$ cat config.mk
export PLATFORM = sky130hd
export DESIGN_NAME = three_char_number_code_converter
export DESIGN_NICKNAME = d
export VERILOG_FILES = /design/src/design/tcnc_pkg.sv /design/src/design/tcnc_decode.sv /design/src/design/tcnc_encode.sv /design/src/design/three_char_number_code_converter.sv
export SDC_FILE = /design/constraint.sdc
export NUM_CORES = 1
export LEC_CHECK = 0
export BUFFER_PORTS_ARGS = -buffer_cell sky130_fd_sc_hd__buf_2
export CORE_AREA = 3 3 249 312
export DETAILED_ROUTE_END_ITERATION = 6
export DIE_AREA = 0 0 252 315
export GPL_TIMING_DRIVEN = 0
export PLACE_DENSITY = 0.5
export SLEW_MARGIN = 20
export SYNTH_ARGS = -nofsm -noshare
export SYNTH_HDL_FRONTEND = slang
export SYNTH_SLANG_ARGS = --single-unit
$ cat constraint.sdc
create_clock -name clk_i -period 36.4 [get_ports clk_i]
set_clock_uncertainty 0.2 [all_clocks]
set_input_delay 7.28 -clock clk_i [delete_from_list [all_inputs] [get_ports clk_i]]
set_output_delay 7.28 -clock clk_i [all_outputs]
set_load 0.05 [all_outputs]
$ cat src/design/tcnc_pkg.sv
// ----------------------------------------------------------------------------
// tcnc_pkg
// shared types, constants and character helpers for the code converter
// ----------------------------------------------------------------------------
package tcnc_pkg;

  localparam int unsigned CharW   = 8;
  localparam int unsigned NumInW  = 32;
  localparam int unsigned NumOutW = 16;
  localparam int unsigned IdxW    = 6;

  localparam int unsigned Base36Start = 4096;
  localparam int unsigned Base36Last  = 30015;
  localparam int unsigned Base41Start = 46656;
  localparam int unsigned Base41Last  = 55060;

  // reciprocal constants for exact division of values below 2^15
  localparam int unsigned RecipShift = 28;
  localparam longint unsigned Recip36   = ((64'd1 << RecipShift) + 64'd35) / 64'd36;
  localparam longint unsigned Recip41   = ((64'd1 << RecipShift) + 64'd40) / 64'd41;
  localparam longint unsigned Recip1296 = ((64'd1 << RecipShift) + 64'd1295) / 64'd1296;
  localparam longint unsigned Recip1681 = ((64'd1 << RecipShift) + 64'd1680) / 64'd1681;

  localparam logic ReqDecode = 1'b0;
  localparam logic ReqEncode = 1'b1;

  typedef struct packed {
    logic             req_type;
    logic [CharW-1:0] code_char_first;
    logic [CharW-1:0] code_char_middle;
    logic [CharW-1:0] code_char_last;
    logic [NumInW-1:0] number_in;
  } tcnc_req_t;

  typedef struct packed {
    logic [NumOutW-1:0] decoded_number;
    logic [CharW-1:0]   out_char_first;
    logic [CharW-1:0]   out_char_middle;
    logic [CharW-1:0]   out_char_last;
    logic               code_valid;
  } tcnc_res_t;

  typedef struct packed {
    logic            ok;
    logic [IdxW-1:0] idx;
  } tcnc_sym_t;

  // symbol index of a character in the 41-symbol alphabet, case-insensitive
  function automatic tcnc_sym_t sym_index(input logic [CharW-1:0] c);
    logic [CharW-1:0] v;
    tcnc_sym_t        s;
    v = c;
    if (c >= "A" && c <= "Z") begin
      v = c + 8'd32;
    end
    s.ok  = 1'b1;
    s.idx = '0;
    if (v >= "0" && v <= "9") begin
      s.idx = IdxW'(v - "0");
    end else if (v >= "a" && v <= "z") begin
      s.idx = IdxW'(v - "a" + 8'd10);
    end else begin
      case (v)
        "_":     s.idx = 6'd36;
        "-":     s.idx = 6'd37;
        "!":     s.idx = 6'd38;
        "@":     s.idx = 6'd39;
        "%":     s.idx = 6'd40;
        default: s.ok  = 1'b0;
      endcase
    end
    return s;
  endfunction

  // character for a symbol index, lowercase letters
  function automatic logic [CharW-1:0] sym_char(input logic [IdxW-1:0] idx);
    logic [CharW-1:0] ch;
    if (idx < 6'd10) begin
      ch = "0" + CharW'(idx);
    end else if (idx < 6'd36) begin
      ch = "a" + CharW'(idx - 6'd10);
    end else begin
      case (idx)
        6'd36:   ch = "_";
        6'd37:   ch = "-";
        6'd38:   ch = "!";
        6'd39:   ch = "@";
        default: ch = "%";
      endcase
    end
    return ch;
  endfunction

endpackage

$ cat src/design/tcnc_decode.sv
// ----------------------------------------------------------------------------
// tcnc_decode
// three characters to number, hex then base-36 then base-41
// ----------------------------------------------------------------------------
module tcnc_decode (
  input  tcnc_pkg::tcnc_req_t req_i,
  output tcnc_pkg::tcnc_res_t res_o
);

  tcnc_pkg::tcnc_sym_t sa, sb, sc;
  logic all_hex, all_36, all_41;
  logic [31:0] num36, num41;

  always_comb begin
    sa = tcnc_pkg::sym_index(req_i.code_char_first);
    sb = tcnc_pkg::sym_index(req_i.code_char_middle);
    sc = tcnc_pkg::sym_index(req_i.code_char_last);

    all_41  = sa.ok && sb.ok && sc.ok;
    all_36  = all_41 && sa.idx < 6'd36 && sb.idx < 6'd36 && sc.idx < 6'd36;
    all_hex = all_36 && sa.idx < 6'd16 && sb.idx < 6'd16 && sc.idx < 6'd16;

    num36 = 32'(sa.idx - 6'd16) * 32'd1296 + 32'(sb.idx) * 32'd36 + 32'(sc.idx)
          + 32'(tcnc_pkg::Base36Start);
    num41 = 32'(sa.idx - 6'd36) * 32'd1681 + 32'(sb.idx) * 32'd41 + 32'(sc.idx)
          + 32'(tcnc_pkg::Base41Start);

    res_o = '0;
    if (all_hex) begin
      res_o.decoded_number = {4'd0, sa.idx[3:0], sb.idx[3:0], sc.idx[3:0]};
      res_o.code_valid     = 1'b1;
    end else if (all_36) begin
      if (sa.idx >= 6'd16) begin
        res_o.decoded_number = num36[15:0];
        res_o.code_valid     = 1'b1;
      end
    end else if (all_41) begin
      if (sa.idx >= 6'd36) begin
        res_o.decoded_number = num41[15:0];
        res_o.code_valid     = 1'b1;
      end
    end
  end

endmodule

$ cat src/design/tcnc_encode.sv
// ----------------------------------------------------------------------------
// tcnc_encode
// number to three characters through reciprocal constant division
// ----------------------------------------------------------------------------
module tcnc_encode (
  input  tcnc_pkg::tcnc_req_t req_i,
  output tcnc_pkg::tcnc_res_t res_o
);

  logic [31:0] x;
  logic        in_hex, in_36, in_41;
  logic [14:0] off36;
  logic [13:0] off41;
  logic [47:0] p36_hi, p36_lo, p41_hi, p41_lo;
  logic [4:0]  q1_36;
  logic [9:0]  q2_36;
  logic [2:0]  q1_41;
  logic [7:0]  q2_41;
  logic [9:0]  mid36;
  logic [14:0] last36;
  logic [7:0]  mid41;
  logic [13:0] last41;

  always_comb begin
    x      = req_i.number_in;
    in_hex = x < 32'(tcnc_pkg::Base36Start);
    in_36  = !in_hex && x <= 32'(tcnc_pkg::Base36Last);
    in_41  = x >= 32'(tcnc_pkg::Base41Start) && x <= 32'(tcnc_pkg::Base41Last);

    off36 = 15'(x[14:0] - 15'(tcnc_pkg::Base36Start));
    off41 = 14'(x[15:0] - 16'(tcnc_pkg::Base41Start));

    // quotients taken directly from the offset, digits by back-multiply
    p36_hi = 48'(off36) * 48'(tcnc_pkg::Recip1296);
    p36_lo = 48'(off36) * 48'(tcnc_pkg::Recip36);
    p41_hi = 48'(off41) * 48'(tcnc_pkg::Recip1681);
    p41_lo = 48'(off41) * 48'(tcnc_pkg::Recip41);

    q1_36 = 5'(p36_hi >> tcnc_pkg::RecipShift);
    q2_36 = 10'(p36_lo >> tcnc_pkg::RecipShift);
    q1_41 = 3'(p41_hi >> tcnc_pkg::RecipShift);
    q2_41 = 8'(p41_lo >> tcnc_pkg::RecipShift);

    mid36  = q2_36 - 10'(q1_36) * 10'd36;
    last36 = off36 - 15'(q2_36) * 15'd36;
    mid41  = q2_41 - 8'(q1_41) * 8'd41;
    last41 = off41 - 14'(q2_41) * 14'd41;

    res_o = '0;
    if (in_hex) begin
      res_o.out_char_first  = tcnc_pkg::sym_char({2'b00, x[11:8]});
      res_o.out_char_middle = tcnc_pkg::sym_char({2'b00, x[7:4]});
      res_o.out_char_last   = tcnc_pkg::sym_char({2'b00, x[3:0]});
      res_o.code_valid      = 1'b1;
    end else if (in_36) begin
      res_o.out_char_first  = tcnc_pkg::sym_char(6'd16 + 6'(q1_36));
      res_o.out_char_middle = tcnc_pkg::sym_char(mid36[5:0]);
      res_o.out_char_last   = tcnc_pkg::sym_char(last36[5:0]);
      res_o.code_valid      = 1'b1;
    end else if (in_41) begin
      res_o.out_char_first  = tcnc_pkg::sym_char(6'd36 + 6'(q1_41));
      res_o.out_char_middle = tcnc_pkg::sym_char(mid41[5:0]);
      res_o.out_char_last   = tcnc_pkg::sym_char(last41[5:0]);
      res_o.code_valid      = 1'b1;
    end else begin
      res_o.out_char_first  = "0";
      res_o.out_char_middle = "0";
      res_o.out_char_last   = "0";
    end
  end

endmodule

$ cat src/design/three_char_number_code_converter.sv
// ----------------------------------------------------------------------------
// three_char_number_code_converter
// stream converter between three-character codes and numbers
// ----------------------------------------------------------------------------
// Converts one beat per clock cycle in either direction. A decode beat
// (tuser 0) turns three ASCII characters into a number: three hex digits give
// 0..4095, three base-36 characters with a lead of g..z give 4096..30015, and
// three base-41 characters (0-9, a-z, _ - ! @ %) with a lead from _ - ! @ %
// give 46656..55060; letters are accepted in either case. An encode beat
// (tuser 1) is the inverse and emits lowercase characters. Anything outside
// these ranges returns code_valid 0 with number 0, or "000" for an encode.
// The block takes a new beat every cycle while the master side keeps up;
// an accepted beat passes through one input register, one pass of conversion
// logic (constant multiplies and compares) and one result register.
// Backpressure on the master side stalls each full register in place and
// holds the slave ready low only once both are full.
// ----------------------------------------------------------------------------
module three_char_number_code_converter (
  input  logic        clk_i,
  input  logic        rst_ni,
  input  logic        s_axis_tvalid_i,
  output logic        s_axis_tready_o,
  // code_char_first, code_char_middle, code_char_last, number_in
  input  logic [55:0] s_axis_tdata_i,
  // req_type
  input  logic        s_axis_tuser_i,
  output logic        m_axis_tvalid_o,
  input  logic        m_axis_tready_i,
  // decoded_number, out_char_first, out_char_middle, out_char_last
  output logic [39:0] m_axis_tdata_o,
  // code_valid
  output logic        m_axis_tuser_o
);

  // input register stage
  logic                s1_valid_q, s1_valid_d;
  tcnc_pkg::tcnc_req_t s1_req_q, s1_req_d;
  // result register stage
  logic                out_valid_q, out_valid_d;
  tcnc_pkg::tcnc_res_t out_res_q, out_res_d;

  tcnc_pkg::tcnc_req_t in_req;
  tcnc_pkg::tcnc_res_t dec_res, enc_res;
  logic                out_ready, s1_ready;

  // unpack slave beat
  always_comb begin
    in_req.req_type         = s_axis_tuser_i;
    in_req.code_char_first  = s_axis_tdata_i[7:0];
    in_req.code_char_middle = s_axis_tdata_i[15:8];
    in_req.code_char_last   = s_axis_tdata_i[23:16];
    in_req.number_in        = s_axis_tdata_i[55:24];
  end

  tcnc_decode u_decode (
    .req_i (s1_req_q),
    .res_o (dec_res)
  );

  tcnc_encode u_encode (
    .req_i (s1_req_q),
    .res_o (enc_res)
  );

  // each stage advances when the one after it is empty or draining
  assign out_ready       = !out_valid_q || m_axis_tready_i;
  assign s1_ready        = !s1_valid_q || out_ready;
  assign s_axis_tready_o = s1_ready;

  always_comb begin
    s1_valid_d  = s1_valid_q;
    s1_req_d    = s1_req_q;
    out_valid_d = out_valid_q;
    out_res_d   = out_res_q;
    if (out_ready) begin
      out_valid_d = s1_valid_q;
      out_res_d   = (s1_req_q.req_type == tcnc_pkg::ReqEncode) ? enc_res : dec_res;
    end
    if (s1_ready) begin
      s1_valid_d = s_axis_tvalid_i;
      s1_req_d   = in_req;
    end
  end

  always_ff @(posedge clk_i or negedge rst_ni) begin
    if (!rst_ni) begin
      s1_valid_q  <= 1'b0;
      out_valid_q <= 1'b0;
    end else begin
      s1_valid_q  <= s1_valid_d;
      out_valid_q <= out_valid_d;
    end
  end

  // payload registers, no reset
  always_ff @(posedge clk_i) begin
    s1_req_q  <= s1_req_d;
    out_res_q <= out_res_d;
  end

  assign m_axis_tvalid_o = out_valid_q;
  assign m_axis_tdata_o  = {out_res_q.out_char_last, out_res_q.out_char_middle,
                            out_res_q.out_char_first, out_res_q.decoded_number};
  assign m_axis_tuser_o  = out_res_q.code_valid;

endmodule

# Word level (Yosys, flattened, before mapping)
# Index checks and enable logic that the tools add are counted.
# word_totals
output_inout_bits	43
reg_bits	100
# op_classes
add_sub_neg	55
eq_ne	39
n_reduce_logical	28
n_mul	12
n_mux	60
order_cmp	48
# op_table
op	n
$mux 8	21
$pmux 7 s4	6
$eq 6x6->1 const B	24
$pmux 6 s5	3
$add 7x8->8 const A	9
$eq 8x6->1 const B	9
$mux 16	4
$lt 6x6->1 const B	9
$mux 25	2
$eq 8x7->1 const B	6
$ge 8x7->1 const B	6
$le 8x7->1 const B	6
$add 6x6->7 const A	6
$sub 6x4->7 const B	6
$mul 15x23->38 const B	1
$lt 6x4->1 const B	6
$mul 14x23->36 const B	1
$mux 6	6
$sub 6x6->6 const B	6
$mul 15x18->33 const B	1
$add 16x12->16	2
$add 16x6->16	2
$ge 32x16->1 const B	1
$le 32x15->1 const B	1
39 further kinds	98

# Depth between registers and ports, before layout
# logic_depth
word_depth	18
ltp_mapped	50
ltp_nobuf	50

# Hierarchy
# Synthesis repeated with hierarchy kept, for this count alone.
# unflattened
hier_cells	3061
hier_area_um2	29545.8
# by_module_without_submodules
mod	n_inst	area_per_inst_um2	cells_each	seq_area_each_um2
tcnc_encode	1	19611.3	2136	0.0
tcnc_decode	1	6211.0	774	0.0
three_char_number_code_converter	1	3723.6	151	2992.9

# Worst setup path before layout
# No wires, ideal clock.
# synth_path
kind	input -> output
start	input m_axis_tready_i
end	output s_axis_tready_o
arrival_ps	8978
path_buffers	0
setup_slack_ps	19942
cell_stages	1
required_ps	28920
path_cell_list	nand3b_1
# synth_between
elab_chain_cells	2
# synth_rtl
item	line	source
from (decl)	three_char_number_code_converter.sv:28	input logic m_axis_tready_i,
$logic_or 1x1->1	three_char_number_code_converter.sv:66	assign out_ready = !out_valid_q || m_axis_tready_i;
$logic_or 1x1->1	three_char_number_code_converter.sv:67	assign s1_ready = !s1_valid_q || out_ready;
to (decl)	three_char_number_code_converter.sv:22	output logic s_axis_tready_o,
# No other way between the ends.

# Final worst setup path
# Ends and elaborated chain as after synthesis.

==> results.md <==
- For this run, the total global-route usage over all layers was measured as 0.213.
- The clock tree from TritonCTS is built.
- The number of max-slew violations in the final report is 0.
- For this run, the leading register cell type out of synthesis is sky130_fd_sc_hd__edfxtp_1.
- The global route total overflow is 0.
- The clock sink count is 100.
- For this run, design rule violations remaining after detail routing come to 0.
- For this run, the register share of the synthesized area comes to 0.105.
- The worst-margin pin slew is 1150 ps.
- STA puts the critical path data arrival time at roughly 9000 ps.
- The most frequent cell after synthesis is sky130_fd_sc_hd__ha_1.
- In the synthesized netlist the async set-or-reset flop fraction comes to 0.0200.
- Once the clock tree was built, the resizer swapped 0 gates to a different size.
- The starting density of the core is 0.380.
- The CTS clock-pin slew for the worst setup and hold paths is 80 ps.
- Measured along the y axis, the die boundary spans 315 µm.
- Headroom to the max-slew limit came out at 0.233.
- The clock latency at the later pin of the worst-skew pair is between 400 and 500 ps.
- Dividing the detail-routed via count by the number of cells gives between 5 and 6.
- When the netlist entered floorplanning its net count stood at between 4000 and 5000.
- The final critical-path share of the clock period is 0.449.
- In this run, synthesis inferred 98 flip-flops with an integrated enable.
- The overall die width is 252 µm.
- The cell count after synthesis is 2955.
- The count of synthesis-stage warnings from yosys is 0.
- After detailed routing, the total wire length is around 82 mm.
- In the final layout, the share of cells above drive strength 1 is 0.0671.
- The core region is approximately 75000 µm².
- The critical path in this run is classified as in2out.
- The summed instance area of the synthesized netlist is around 28000 µm².
- Setup repair after global routing left no endpoint under its margin.
- The share of the synthesized area in the top cell type is 0.304.
- Buffers inserted during clock tree synthesis total 9.
- Ranked by total cell area, the synthesized netlist is headed by sky130_fd_sc_hd__ha_1, sky130_fd_sc_hd__fa_1, sky130_fd_sc_hd__edfxtp_1.
- The layout has approximately 7300 filler cells.
- The sort of element at the start of the critical path is an input pin.
- Once detailed placement completed, the half-perimeter wirelength came to 71.6 mm.
- Max-cap violations in this run came to 0.
- The number of antenna violations at the first check in global routing is 0.
- Setup violations remaining at the end of the flow were counted as 0.
- 0 antenna diodes ended up in the layout.
- The area growth from synthesis to layout is 7.79%.
- The post-route minimum period is roughly 16000 ps.
- The kind of path behind the tightest hold check is reg2reg.
- By count the netlist is led by sky130_fd_sc_hd__ha_1, sky130_fd_sc_hd__inv_1, sky130_fd_sc_hd__fa_1.
- STA classifies the critical path endpoint as an output port.
- The first-pass GRT wire length is approximately 130 mm.
- The H-tree was split into 3 levels.
- The maximum clock insertion buffer count is 2.
- The number of distinct library cell variants in the gate-level netlist after synthesis is 97.
- The maximum net fanout on the critical path is 17.
- sky130_fd_sc_hd__ha_1 takes more of the synthesized area than any other cell.
- The floorplan die area is roughly 80000 µm².
- The hold buffer count at CTS is 0.
- The final net count is 4176.
- The setup TNS after final layout is 0 ps.
- Buffers added to address setup during post-CTS repair amount to 0.
- The first-iteration detailed-routing DRC count is just under 900.
- Counting flops and latches in the post-synthesis netlist gives 100.
- The pre-antenna-repair detailed-routing pass consisted of 5 iterations.
- Data on the critical path is required at its endpoint by 28920 ps.
- The floorplan row count is around 110.
- The final hold violation count was 0.
- In this run the mean area of a mapped cell was slightly below 10 µm².
- The number of vias in the routed layout is 21300.
- The average wire per cell in the routed design is a little over 20 µm.
- The routability congestion estimate from global placement is 0.898.
- In this run the remaining antenna-violating nets after routing total 0.
- For this run, the share of the core covered by cells in the final layout is 0.410.
- Entering global routing, the biggest net connects 43 pins.
- The number of port buffers is approximately 100.
- The maximum clock frequency is 0.0611 GHz.
- The number of top-level pins is ~100.
- The clock root buffer is sky130_fd_sc_hd__clkbuf_16.
- The via count of the first global-routing pass is about 23000.
- The flow ran to the end, and the final reports show no timing, DRC or antenna violations.
-- sequential cells by signal, summed over array words and instances (netlist names) --
name / cells
s1_req_q: 57
m_axis_tdata_o: 40
m_axis_tuser_o: 1
m_axis_tvalid_o: 1
s1_valid_q: 1
-- cell usage in the layout, fill, tap and decap left out, drive strengths merged, types with 12 or more instances in the layout --
cell	n
a21o	39
nand3	56
a22oi	19
inv	637
nand4	24
a21oi	126
a211oi	12
xnor2	117
o21bai	13
a31oi	16
and2	16
buf	123
edfxtp	98
or2	19
nand2	130
o211ai	20
nand2b	18
nor3	33
xor2	37
o21ai	109
a221oi	14
nor2b	16
fa	342
nor4	17
mux2i	14
nor2	105
clkbuf	32
ha	692
o22ai	12
and3	19
-- cells by family (layout without fill, tap and decap cells) --
kind of cell	Yosys count	in the layout	synth area share
compound gates	481	481	0.113
xor+xnor	157	157	0.0514
fa+ha+maj	1034	1034	0.545
buf+inv	665	796	0.0884
flops	100	100	0.105
mux	24	24	0.00889
simple gates	494	494	0.0882
-- cell type report --
type                            count  area (µm²)  share of cell area
Buffer                             30         131             0.00429
Clock buffer                       10         229             0.00747
Clock inverter                      6        77.6             0.00253
Inverter                          635        2380              0.0777
Multi-Input combinational cell   2190       23000               0.749
Sequential cell                   100        2990              0.0976
Tap cell                          969        1210              0.0395
Timing Repair Buffer              115         663              0.0216
-- metal layers --
metal	GRT usage	wire length [µm]	vias to the layer above
li1	-	-	10200
met1	0.251	33600	10400
met2	0.401	43300	460
met3	0.0204	2460	127
met4	0.0765	3090	0
met5	0	0	-
-- worst paths after layout --
check / to / from / slack, ps / depth (start not counted)
hold reg to reg: m_axis_tvalid_o / s1_valid_q / 290 / 1
setup reg to reg: m_axis_tdata_o[33] / s1_req_q[6] / 21340 / 44
setup / recovery: s_axis_tready_o / m_axis_tready_i / 20040 / 5
hold / removal: m_axis_tvalid_o / s1_valid_q / 290 / 1
max in group asynchronous: m_axis_tvalid_o / rst_ni / 29450 / 1
min in group asynchronous: s1_valid_q / rst_ni / 6450 / 1
-- critical path, stage by stage --
cell and delay (ps):
sky130_fd_sc_hd__buf_2 110, sky130_fd_sc_hd__nand3b_1 680, sky130_fd_sc_hd__buf_6 410, sky130_fd_sc_hd__buf_6 170, sky130_fd_sc_hd__buf_2 220
-- stage by stage --
step / hold WS, ps / worst slack, ps / cells / area, µm²
floorplan: 235 / 19940 / 2955 / 28400
global placement: 250 / 18380 / 4027 / 30200
detailed placement: 274 / 20000 / 4039 / 30400
CTS: 292 / 19990 / 4055 / 30700
global route: 334 / 19950 / 4055 / 30700
finish: 287 / 20040 / 4055 / 30700
Power is left out: the tool's default activity adds up to more than one toggle a clock period on the data nets, which glitch-free logic cannot reach.
